$ cat src/hdl/rfsd_pkg.sv
package rfsd_pkg;

	// configuration register indexes
	localparam logic [1:0] REG_NUM_CHANNELS        = 2'd0;
	localparam logic [1:0] REG_SAMPLES_PER_SEGMENT = 2'd1;
	localparam logic [1:0] REG_NUM_BLOCKS          = 2'd2;

	// configuration reset values
	localparam logic [2:0]  NUM_CHANNELS_RST        = 3'd4;
	localparam logic [15:0] SAMPLES_PER_SEGMENT_RST = 16'd256;
	localparam logic [7:0]  NUM_BLOCKS_RST          = 8'd1;

	// frame layout, in 16-bit words
	localparam logic [1:0] BLOCK_HEADER_WORDS   = 2'd2;
	localparam logic [4:0] SEGMENT_HEADER_WORDS = 5'd8;

	typedef struct packed {
		logic [2:0]  num_channels;
		logic [15:0] samples_per_segment;
		logic [7:0]  num_blocks;
	} rfsd_cfg_t;

	typedef struct packed {
		logic signed [15:0] sample;
		logic [2:0]         channel;
		logic [15:0]        sample_index;
		logic [7:0]         block_index;
		logic               last_of_block;
	} rfsd_result_t;

endpackage

$ cat src/hdl/radar_frame_sample_deframer.sv
// channel | direction | handshake            | payload
// --------+-----------+----------------------+--------------------------------------------
// in      | input     | in_valid / in_stall  | rx_byte
// out     | output    | out_valid / out_stall| sample, channel, sample_index,
//         |           |                      | block_index, last_of_block
// cfg     | input     | cfg_we               | cfg_index, cfg_data
//
// one byte is taken per clock while in_stall is low
// a sample item is registered when its low byte is taken; byte counters step per byte
// a skid entry behind the output register takes a result that meets an output stall
// in_stall is high while the skid entry holds an item and drops once it drains
// arst_n clears all counters and loads the register reset values
module radar_frame_sample_deframer
	import rfsd_pkg::*;
#(
	parameter int MAX_CHANNELS = 4
) (
	input  logic               clk,
	input  logic               arst_n,
	input  logic               in_valid,
	output logic               in_stall,
	input  logic [7:0]         rx_byte,
	output logic               out_valid,
	input  logic               out_stall,
	output logic signed [15:0] sample,
	output logic [2:0]         channel,
	output logic [15:0]        sample_index,
	output logic [7:0]         block_index,
	output logic               last_of_block,
	input  logic               cfg_we,
	input  logic [1:0]         cfg_index,
	input  logic [15:0]        cfg_data
);

	rfsd_cfg_t    cfg_q;
	rfsd_result_t res;
	logic         res_valid;
	logic         buf_full;
	logic         in_fire;

	assign in_stall = buf_full;
	assign in_fire  = in_valid && !buf_full;

	// configuration registers
	always_ff @(posedge clk or negedge arst_n) begin
		if (!arst_n) begin
			cfg_q.num_channels        <= NUM_CHANNELS_RST;
			cfg_q.samples_per_segment <= SAMPLES_PER_SEGMENT_RST;
			cfg_q.num_blocks          <= NUM_BLOCKS_RST;
		end else if (cfg_we) begin
			case (cfg_index)
				REG_NUM_CHANNELS:        cfg_q.num_channels        <= cfg_data[2:0];
				REG_SAMPLES_PER_SEGMENT: cfg_q.samples_per_segment <= cfg_data;
				REG_NUM_BLOCKS:          cfg_q.num_blocks          <= cfg_data[7:0];
				default: ;
			endcase
		end
	end

	rfsd_core #(
		.MAX_CHANNELS(MAX_CHANNELS)
	) u_core (
		.clk      (clk),
		.arst_n   (arst_n),
		.accept   (in_fire),
		.rx_byte  (rx_byte),
		.cfg      (cfg_q),
		.res_valid(res_valid),
		.res      (res)
	);

	rfsd_out_buffer u_out_buffer (
		.clk          (clk),
		.arst_n       (arst_n),
		.res_valid    (res_valid),
		.res          (res),
		.full         (buf_full),
		.out_valid    (out_valid),
		.out_stall    (out_stall),
		.sample       (sample),
		.channel      (channel),
		.sample_index (sample_index),
		.block_index  (block_index),
		.last_of_block(last_of_block)
	);

endmodule

$ cat src/hdl/rfsd_core.sv
module rfsd_core
	import rfsd_pkg::*;
#(
	parameter int MAX_CHANNELS = 4
) (
	input  logic         clk,
	input  logic         arst_n,
	input  logic         accept,
	input  logic [7:0]   rx_byte,
	input  rfsd_cfg_t    cfg,
	output logic         res_valid,
	output rfsd_result_t res
);

	logic        byte_phase_q;
	logic [7:0]  held_high_byte_q;
	logic [1:0]  block_header_count_q;
	logic [16:0] segment_word_count_q;
	logic [2:0]  segment_number_q;
	logic [7:0]  block_count_q;

	logic [2:0]  nch;
	logic [3:0]  segs;
	logic [17:0] pos_inc;
	logic [17:0] seg_len;
	logic [17:0] pos_rel;
	logic        in_samples;
	logic        in_header;
	logic [15:0] idx;
	logic [3:0]  seg_inc;
	logic        seg_end;
	logic        blk_end;
	logic [2:0]  half;
	logic        last;

	// word position decode
	always_comb begin
		if (cfg.num_channels == 3'd0) begin
			nch = 3'd1;
		end else if (cfg.num_channels > 3'(MAX_CHANNELS)) begin
			nch = 3'(MAX_CHANNELS);
		end else begin
			nch = cfg.num_channels;
		end
		segs       = {nch, 1'b0};
		pos_inc    = {1'b0, segment_word_count_q} + 18'd1;
		seg_len    = 18'(SEGMENT_HEADER_WORDS) + {2'b00, cfg.samples_per_segment};
		pos_rel    = {1'b0, segment_word_count_q} - 18'(SEGMENT_HEADER_WORDS);
		in_samples = (segment_word_count_q >= 17'(SEGMENT_HEADER_WORDS))
			&& (pos_rel < {2'b00, cfg.samples_per_segment});
		in_header  = block_header_count_q < BLOCK_HEADER_WORDS;
		idx        = pos_rel[15:0];
		seg_inc    = {1'b0, segment_number_q} + 4'd1;
		seg_end    = seg_inc >= segs;
		blk_end    = ({1'b0, block_count_q} + 9'd1) >= {1'b0, cfg.num_blocks};
		half       = {1'b0, segment_number_q[2:1]};
		last       = (({1'b0, idx} + 17'd1) == {1'b0, cfg.samples_per_segment}) && seg_end;
	end

	// result of the low byte of a sample word
	always_comb begin
		res_valid         = accept && byte_phase_q && !in_header && in_samples;
		res.sample        = {held_high_byte_q, rx_byte};
		res.channel       = segment_number_q[0] ? half : half + nch;
		res.sample_index  = idx;
		res.block_index   = block_count_q;
		res.last_of_block = last;
	end

	// byte pairing and frame counters
	always_ff @(posedge clk or negedge arst_n) begin
		if (!arst_n) begin
			byte_phase_q         <= 1'b0;
			held_high_byte_q     <= 8'd0;
			block_header_count_q <= 2'd0;
			segment_word_count_q <= 17'd0;
			segment_number_q     <= 3'd0;
			block_count_q        <= 8'd0;
		end else if (accept) begin
			if (!byte_phase_q) begin
				held_high_byte_q <= rx_byte;
				byte_phase_q     <= 1'b1;
			end else begin
				byte_phase_q <= 1'b0;
				if (in_header) begin
					block_header_count_q <= block_header_count_q + 2'd1;
				end else if (pos_inc >= seg_len) begin
					segment_word_count_q <= 17'd0;
					if (seg_end) begin
						segment_number_q     <= 3'd0;
						block_header_count_q <= 2'd0;
						block_count_q        <= blk_end ? 8'd0 : block_count_q + 8'd1;
					end else begin
						segment_number_q <= seg_inc[2:0];
					end
				end else begin
					segment_word_count_q <= pos_inc[16:0];
				end
			end
		end
	end

`ifndef SYNTH
	// a result only ever comes from the second byte of a word
	assert property (@(posedge clk) disable iff (!arst_n)
		res_valid |-> byte_phase_q)
		else $error("result on a high byte");

	// a completed high byte flips the phase on the next cycle
	assert property (@(posedge clk) disable iff (!arst_n)
		(accept && !byte_phase_q) |=> byte_phase_q)
		else $error("byte phase did not advance");

	// block header counter never runs past its limit
	assert property (@(posedge clk) disable iff (!arst_n)
		block_header_count_q != 2'd3)
		else $error("block header count overran");
`endif

endmodule

$ cat src/hdl/rfsd_out_buffer.sv
module rfsd_out_buffer
	import rfsd_pkg::*;
(
	input  logic               clk,
	input  logic               arst_n,
	input  logic               res_valid,
	input  rfsd_result_t       res,
	output logic               full,
	output logic               out_valid,
	input  logic               out_stall,
	output logic signed [15:0] sample,
	output logic [2:0]         channel,
	output logic [15:0]        sample_index,
	output logic [7:0]         block_index,
	output logic               last_of_block
);

	logic         out_valid_q;
	logic         skid_valid_q;
	rfsd_result_t out_q;
	rfsd_result_t skid_q;
	logic         out_free;

	assign out_free = !out_valid_q || !out_stall;
	assign full     = skid_valid_q;

	// valid flags
	always_ff @(posedge clk or negedge arst_n) begin
		if (!arst_n) begin
			out_valid_q  <= 1'b0;
			skid_valid_q <= 1'b0;
		end else if (out_free) begin
			out_valid_q  <= skid_valid_q || res_valid;
			skid_valid_q <= 1'b0;
		end else if (res_valid) begin
			skid_valid_q <= 1'b1;
		end
	end

	// payload: skid drains first, new item goes wherever there is room
	always_ff @(posedge clk) begin
		if (out_free) begin
			out_q <= skid_valid_q ? skid_q : res;
		end else if (res_valid) begin
			skid_q <= res;
		end
	end

	assign out_valid     = out_valid_q;
	assign sample        = out_q.sample;
	assign channel       = out_q.channel;
	assign sample_index  = out_q.sample_index;
	assign block_index   = out_q.block_index;
	assign last_of_block = out_q.last_of_block;

`ifndef SYNTH
	// the skid stage only holds an item behind a waiting output
	assert property (@(posedge clk) disable iff (!arst_n)
		skid_valid_q |-> out_valid_q)
		else $error("skid holds an item with output empty");

	// no new item may arrive while the skid stage is occupied
	assert property (@(posedge clk) disable iff (!arst_n)
		!(res_valid && skid_valid_q))
		else $error("item arrived into a full buffer");

	// a stalled output with a full skid keeps both items
	assert property (@(posedge clk) disable iff (!arst_n)
		(skid_valid_q && out_stall) |=> (out_valid_q && skid_valid_q))
		else $error("buffered item lost under stall");
`endif

endmodule
$ cat config.mk
export PLATFORM = sky130hd
export DESIGN_NAME = radar_frame_sample_deframer
export DESIGN_NICKNAME = d
export VERILOG_FILES = /design/src/hdl/rfsd_pkg.sv /design/src/hdl/radar_frame_sample_deframer.sv /design/src/hdl/rfsd_core.sv /design/src/hdl/rfsd_out_buffer.sv
export SDC_FILE = /design/constraint.sdc
export NUM_CORES = 1
export LEC_CHECK = 0
export BUFFER_PORTS_ARGS = -buffer_cell sky130_fd_sc_hd__buf_2
export CORE_ASPECT_RATIO = 1.25
export CORE_MARGIN = 2
export CORE_UTILIZATION = 25
export CTS_BUF_LIST = sky130_fd_sc_hd__clkbuf_8
export DETAILED_ROUTE_END_ITERATION = 16
export HOLD_SLACK_MARGIN = 0.03
export PLACE_DENSITY = 0.51
export SLEW_MARGIN = 20
export SYNTH_ARGS = -nofsm -noshare
export SYNTH_HDL_FRONTEND = slang
export SYNTH_SLANG_ARGS = --single-unit
$ cat constraint.sdc
create_clock -name clk -period 10.21 [get_ports clk]
set_input_delay 0.5105 -clock clk [delete_from_list [all_inputs] [get_ports clk]]
set_output_delay 0.5105 -clock clk [all_outputs]
set_load 0.005 [all_outputs]
== Word-level counts from Yosys, hierarchy flattened ==
Cells that the tools add are included.
Storage, ports and cells
  logic and storage cells: 82
  bits in registers: 156
  output and inout bits: 46
  bits of input ports: 31
Operators by class
  magnitude comparators: 7
  multiplexer cells: 13
  equal/unequal tests: 3
  bitwise operators: 3
  reduce and logical (&&, ||, !) cells: 26
  add/sub/neg operators: 9
Operators by type and width (count)
  two-way mux 44 bit: 1
  adder 17 x 1 -> 18 bit (second input constant): 1
  greater-or-equal comparator 18 bit: 1
  < comparator 18 x 16 -> 1 bit: 1
  subtractor 17 x 4 -> 18 bit (second input constant): 1
  adder 16 x 1 -> 17 bit (second input constant): 1
  adder 4 x 16 -> 17 bit (first input constant): 1
  == test 17 x 16 -> 1 bit: 1
  greater-or-equal comparator 17 x 4 -> 1 bit (second input constant): 1
  two-way mux 17 bit: 1
  two-way mux 3 bit: 4
  AND reduction 2 bit: 5
  adder 8 x 1 -> 9 bit (second input constant): 1
  greater-or-equal comparator 9 x 8 -> 1 bit: 1
  adder 8 x 1 -> 8 bit (second input constant): 1
  two-way mux 8 bit: 1
  AND reduction 4 bit: 2
  logical AND 1 bit: 6
  two-way mux 2 bit: 3
  nonzero test 2 bit: 3
  AND reduction 5 bit: 1
  adder 3 x 1 -> 4 bit (second input constant): 1
  greater-or-equal comparator 4 bit: 1
  logical NOT 1 bit: 4
  12 further kinds: 17

== Longest topological paths before layout ==
  depth in word-level cells: 7
  gate-level depth with buffers: 17
  depth with buffers taken out: 15

== Modules after synthesis ==
Synthesis repeated with hierarchy kept, for this count alone.
Unflattened totals
  cell total of the unflattened synthesis: 736
  area total of the unflattened synthesis: 8997.4 um2
Modules (own cells, without submodules)
  rfsd_core: area each 4464.3 um2, cells an instance 534, seq. area each 975.9 um2, instances 1
  rfsd_out_buffer: area each 3450.8 um2, cells an instance 143, seq. area each 2692.6 um2, instances 1
  radar_frame_sample_deframer: area each 1082.3 um2, cells an instance 59, seq. area each 679.4 um2, instances 1

== Worst setup path after synthesis ==
OpenSTA, ideal clock, no wires.
  path kind: register to register
  from: register u_core.segment_word_count_q[3]
  to: register u_out_buffer.skid_q[0] (netlist name) (enable)
  buffers on the path: 1
  data arrival time: 5.756 ns
  setup time: 0.500 ns
  required time: 9.710 ns
  period minus slack after synthesis: 6.257 ns
  cell stages (with the launch flop): 15
  path slack: 3.953 ns
  cells stage by stage: dfrtp_1 buf_2 inv_1 ha_1 or4b_1 nor4_2 xor2_1 ha_1 o21a_1 o21a_1 o21ai_0 nand2b_1 nand3_1 a21oi_1 nor3_1
RTL lines
  start, declared: line rfsd_core.sv:18  | logic [16:0] segment_word_count_q;
  start signal, assigned: line rfsd_core.sv:97  | segment_word_count_q <= pos_inc[16:0];
  end signal, assigned: line rfsd_out_buffer.sv:45  | skid_q <= res;
  end, declared: line rfsd_out_buffer.sv:21  | rfsd_result_t skid_q;

==> impl_metrics.yaml <==
outcome:
  status: "finished, final reports clean"
synth:
  yosysUniqueCellTypes: 73
  synth.most_common_cell: "edfxtp_1"
  synth_xor_area_share_pct: 6.575
  async_flop_share_pct: 43.59
  synthAdderAreaFrac_pct: 7.762
  synth_top_flop_cell: "edfxtp_1"
  synth_top_area_share_pct: 30.59
  ys_warn_count: 0
  synth_compound_gate_area_share_pct: 10.35
  syn_area_per_cell_sq_um: 11.83
  synth_edf_count: 88
  synth_seq_cells: 156
  synthMuxAreaShare_pct: 9.920
  synthTopCellsByArea: "edfxtp_1 (31%), dfrtp_1 (19%), mux2_2 (9.5%)"
  synthCells: 730
  synth_top_family_by_area: "simple AND/OR/NAND/NOR gates"
  synth_nets: 814
  synth_common_cells: "edfxtp_1 (88), mux2_2 (73), dfrtp_1 (65), nand2_1 (54), ha_1 (52)"
  synthSimpleGateAreaFrac_pct: 11.41
  ys_seq_area_share_pct: 50.33
  synth_area_leader_cell: "edfxtp_1"
  synth_area_sq_um: 8640
route:
  top_layer_used: "met4"
  drt-initial-drc-count: 316
  m1WireLength_microns: 9018
  met3_length_microns: 624
  drt-wirelength-per-cell_microns: 16.14
  wl_met2_microns: 10110
  ant_nets: 0
  routed-via-count: 5742
  drtPass1Iterations: 4
  route.detailed.drc: 0
  routed_wl_microns: 20150
  via_per_inst: 4.597
critical_path:
  r2r.worst_path.cells: 10
  r2r_setup_slack_ns: 5.90
  start_kind: "flip-flop"
  crit_type: "flip-flop to flip-flop"
  worst_ep_required_time_ns: 10.31
  worstReg2RegStart: "u_core.segment_word_count_q[3]$_DFFE_PN0P_"
  crit_chain: "inv_1, ha_1, nor4b_2, nand4_1, xnor2_1, ha_1, a21oi_1, o2111ai_1, nor3_2, buf_4"
  cp-end-kind: "flip-flop"
  crit_cells: 10
  cpLargestDelayFamily: "simple AND/OR/NAND/NOR gates"
  slowest_stage: "xnor2_1"
  rr_endpoint: "u_out_buffer.skid_q[5]$_DFFE_PP_"
  crit_fanout: 43
  timing.critical_path.from: "u_core.segment_word_count_q[3]$_DFFE_PN0P_"
  crit_arrival_ns: 4.41
  critical_path.most_common_cell: "ha_1"
  critical_path_buf_inv_count: 2
  crit_path_end: "u_out_buffer.skid_q[5]$_DFFE_PP_"
  max_stage_delay_ns: 0.66
placed_design:
  hpwlAfterDp_microns: 14410
  port-buffer-count: 76
  place.gp.congestion: 0.8698
  placed_cell_area_sq_um: 9468
clock_tree:
  cts_tree: "built"
  hold_buffers: 0
  cts_post_setup_buffers_inserted: 0
  clk_latency_ns: 0.47
  cts_max_level: 4
  cts.clk_slew.worst_paths_ns: 0.09
  cts_resized: 0
  numCtsBuffers: 17
  cts_root_buf: "clkbuf_8"
  clkSinkCount: 156
  cts_buffer_depth: 2
finish:
  diodes: 0
  synthToLayoutAreaGrowth_pct: 15.29
  finalInstanceArea_sq_um: 9961
  final_layout_size_suffix_gt1_share_pct: 26.22
  fin_nets: 891
  fillerInstances: 3543
pwr:
  p_clk_share_pct: 21.8
  power_density_nw_per_um2: 250.0
  p_int_uw: 1605
  net-switching-power_uw: 885.0
  p_sw_share_pct: 35.54
  p_comb_share_pct: 38.9
  p_leak_uw: 0.004070
  peakVddDrop_v: 0.00008358
  p_seq_share_pct: 39.3
die:
  initial_utilization_pct: 25.24
  core_area_sq_um: 34230
  rows: 76
  dieArea_sq_um: 36070
  die-height_microns: 211.8
  ios: 77
  dieWidth_microns: 170.3
timing:
  worst_pin_slew_ns: 1.064
  hold_viol: 0
  finalClockSkew_ns: 0.02130
  slew_violations: 0
  finalSetupTns_ns: 0
  period_needed_ns: 4.305
  period_share_pct: 42.17
  setup_viol: 0
  rsz0062_at_grt: "no"
  max_freq_ghz: 0.2323
  relSlewSlack_pct: 28.87
job:
  maxCapViolations: 0
global_route:
  grt_pass1_wl_microns: 32300
  grt_usage_pct: 11.59
  grt_max_degree: 69
  grt_overflow: 0
  antenna_found_initial: 0
  grt_pass1_vias: 5881
worst_hold_path:
  min_path_type: "input pin to flip-flop"
registers in the layout, summed over array words and instances (netlist names):
signal,cells
u_core.held_high_byte_q,8
u_out_buffer.out_valid,1
u_core.segment_number_q,3
u_out_buffer.block_index,8
cfg_q,27
u_out_buffer.last_of_block,1
u_out_buffer.full,1
u_out_buffer.skid_q,44
u_core.segment_word_count_q,17
u_core.block_header_count_q,2
u_out_buffer.sample,16
u_core.block_count_q,8
u_core.byte_phase_q,1
u_out_buffer.channel,3
u_out_buffer.sample_index,16
stage by stage:
stage	cells	hold WS [ns]	setup WS, ns	power, uW	util [%]
after floorplan	730	0.2149	3.953	1671	-
after global placement	1215	0.4535	5.919	1966	27.66
after detailed placement	1215	0.4576	5.972	1971	27.66
after CTS	1247	0.2117	5.916	2529	28.99
after global routing	1249	0.2227	5.572	2680	29.10
final	1249	0.2509	5.905	2490	29.10
kinds of logic after synthesis:
group,count (synthesis)
buf+inv,71
mux,76
flops,156
simple gates,184
fa+ha+maj,53
xor+xnor,64
compound gates,126
power groups by stage:
stage	Sequential, uW	Combinational [uW]	Clock (uW)
2_1_floorplan	966	705	0
3_3_place_gp	993	974	0
3_5_place_dp	997	974	0
4_1_cts	983	983	563
5_1_grt	1000	1090	584
6_report	980	968	542
routing by layer:
layer / track usage [%] / vias to the layer above
met1: 14.31 / 2800
li1: - / 2813
met4: 4.126 / 0
met3: 2.281 / 23
met5: 0 / -
met2: 20.02 / 106
worst reg2reg max path, cell delays in order, from the launching register on:
cell       delay [ns]
dfrtp_1          0.51
inv_1            0.18
ha_1             0.29
nor4b_2          0.47
nand4_1          0.17
xnor2_1          0.66
ha_1             0.40
a21oi_1          0.20
o2111ai_1        0.25
nor3_2           0.22
buf_4            0.54
placed cells by master (no fill, tap or decap), types with 13 or more instances in the layout:
cell,count
edfxtp_1,88
buf_2,76
mux2_2,73
dfrtp_1,64
nand2_1,53
ha_1,52
xnor2_1,49
inv_1,45
o21ai_0,35
nand3_1,24
nor2_1,24
a21oi_1,19
nor3_1,17
clkbuf_8,17
xor2_1,14
and3_1,13
a21o_1,13
area by class of cell:
type | count | area [sq um] | area share, %
Inverter | 44 | 165.2 | 1.658
Clock inverter | 15 | 221.5 | 2.223
Multi-Input combinational cell | 503 | 3984 | 39.99
Timing Repair Buffer | 85 | 470.5 | 4.723
Clock buffer | 17 | 234.0 | 2.349
Sequential cell | 156 | 4349 | 43.66
Tap cell | 429 | 536.8 | 5.389
worst min-delay path by stage:
| stage | startpoint | to | slack [ns] | depth (start not counted) |
|---|---|---|---|---|
| final | rx_byte[1] | u_out_buffer.skid_q[29]$_DFFE_PP_ | 0.25 | 1 |
| after global routing | rx_byte[6] | u_out_buffer.skid_q[34]$_DFFE_PP_ | 0.22 | 1 |
| after CTS | rx_byte[1] | u_out_buffer.skid_q[29]$_DFFE_PP_ | 0.21 | 1 |
| after detailed placement | u_core.held_high_byte_q[1]$_DFFE_PN0P_ | u_out_buffer.skid_q[37]$_DFFE_PP_ | 0.46 | 0 |
| after global placement | u_core.held_high_byte_q[4]$_DFFE_PN0P_ | u_out_buffer.skid_q[40]$_DFFE_PP_ | 0.45 | 0 |
| after floorplan | arst_n | cfg_q[10]$_DFFE_PN0P_ | 0.21 | 0 |
No activity file was read; power rests on OpenSTA's default activity.
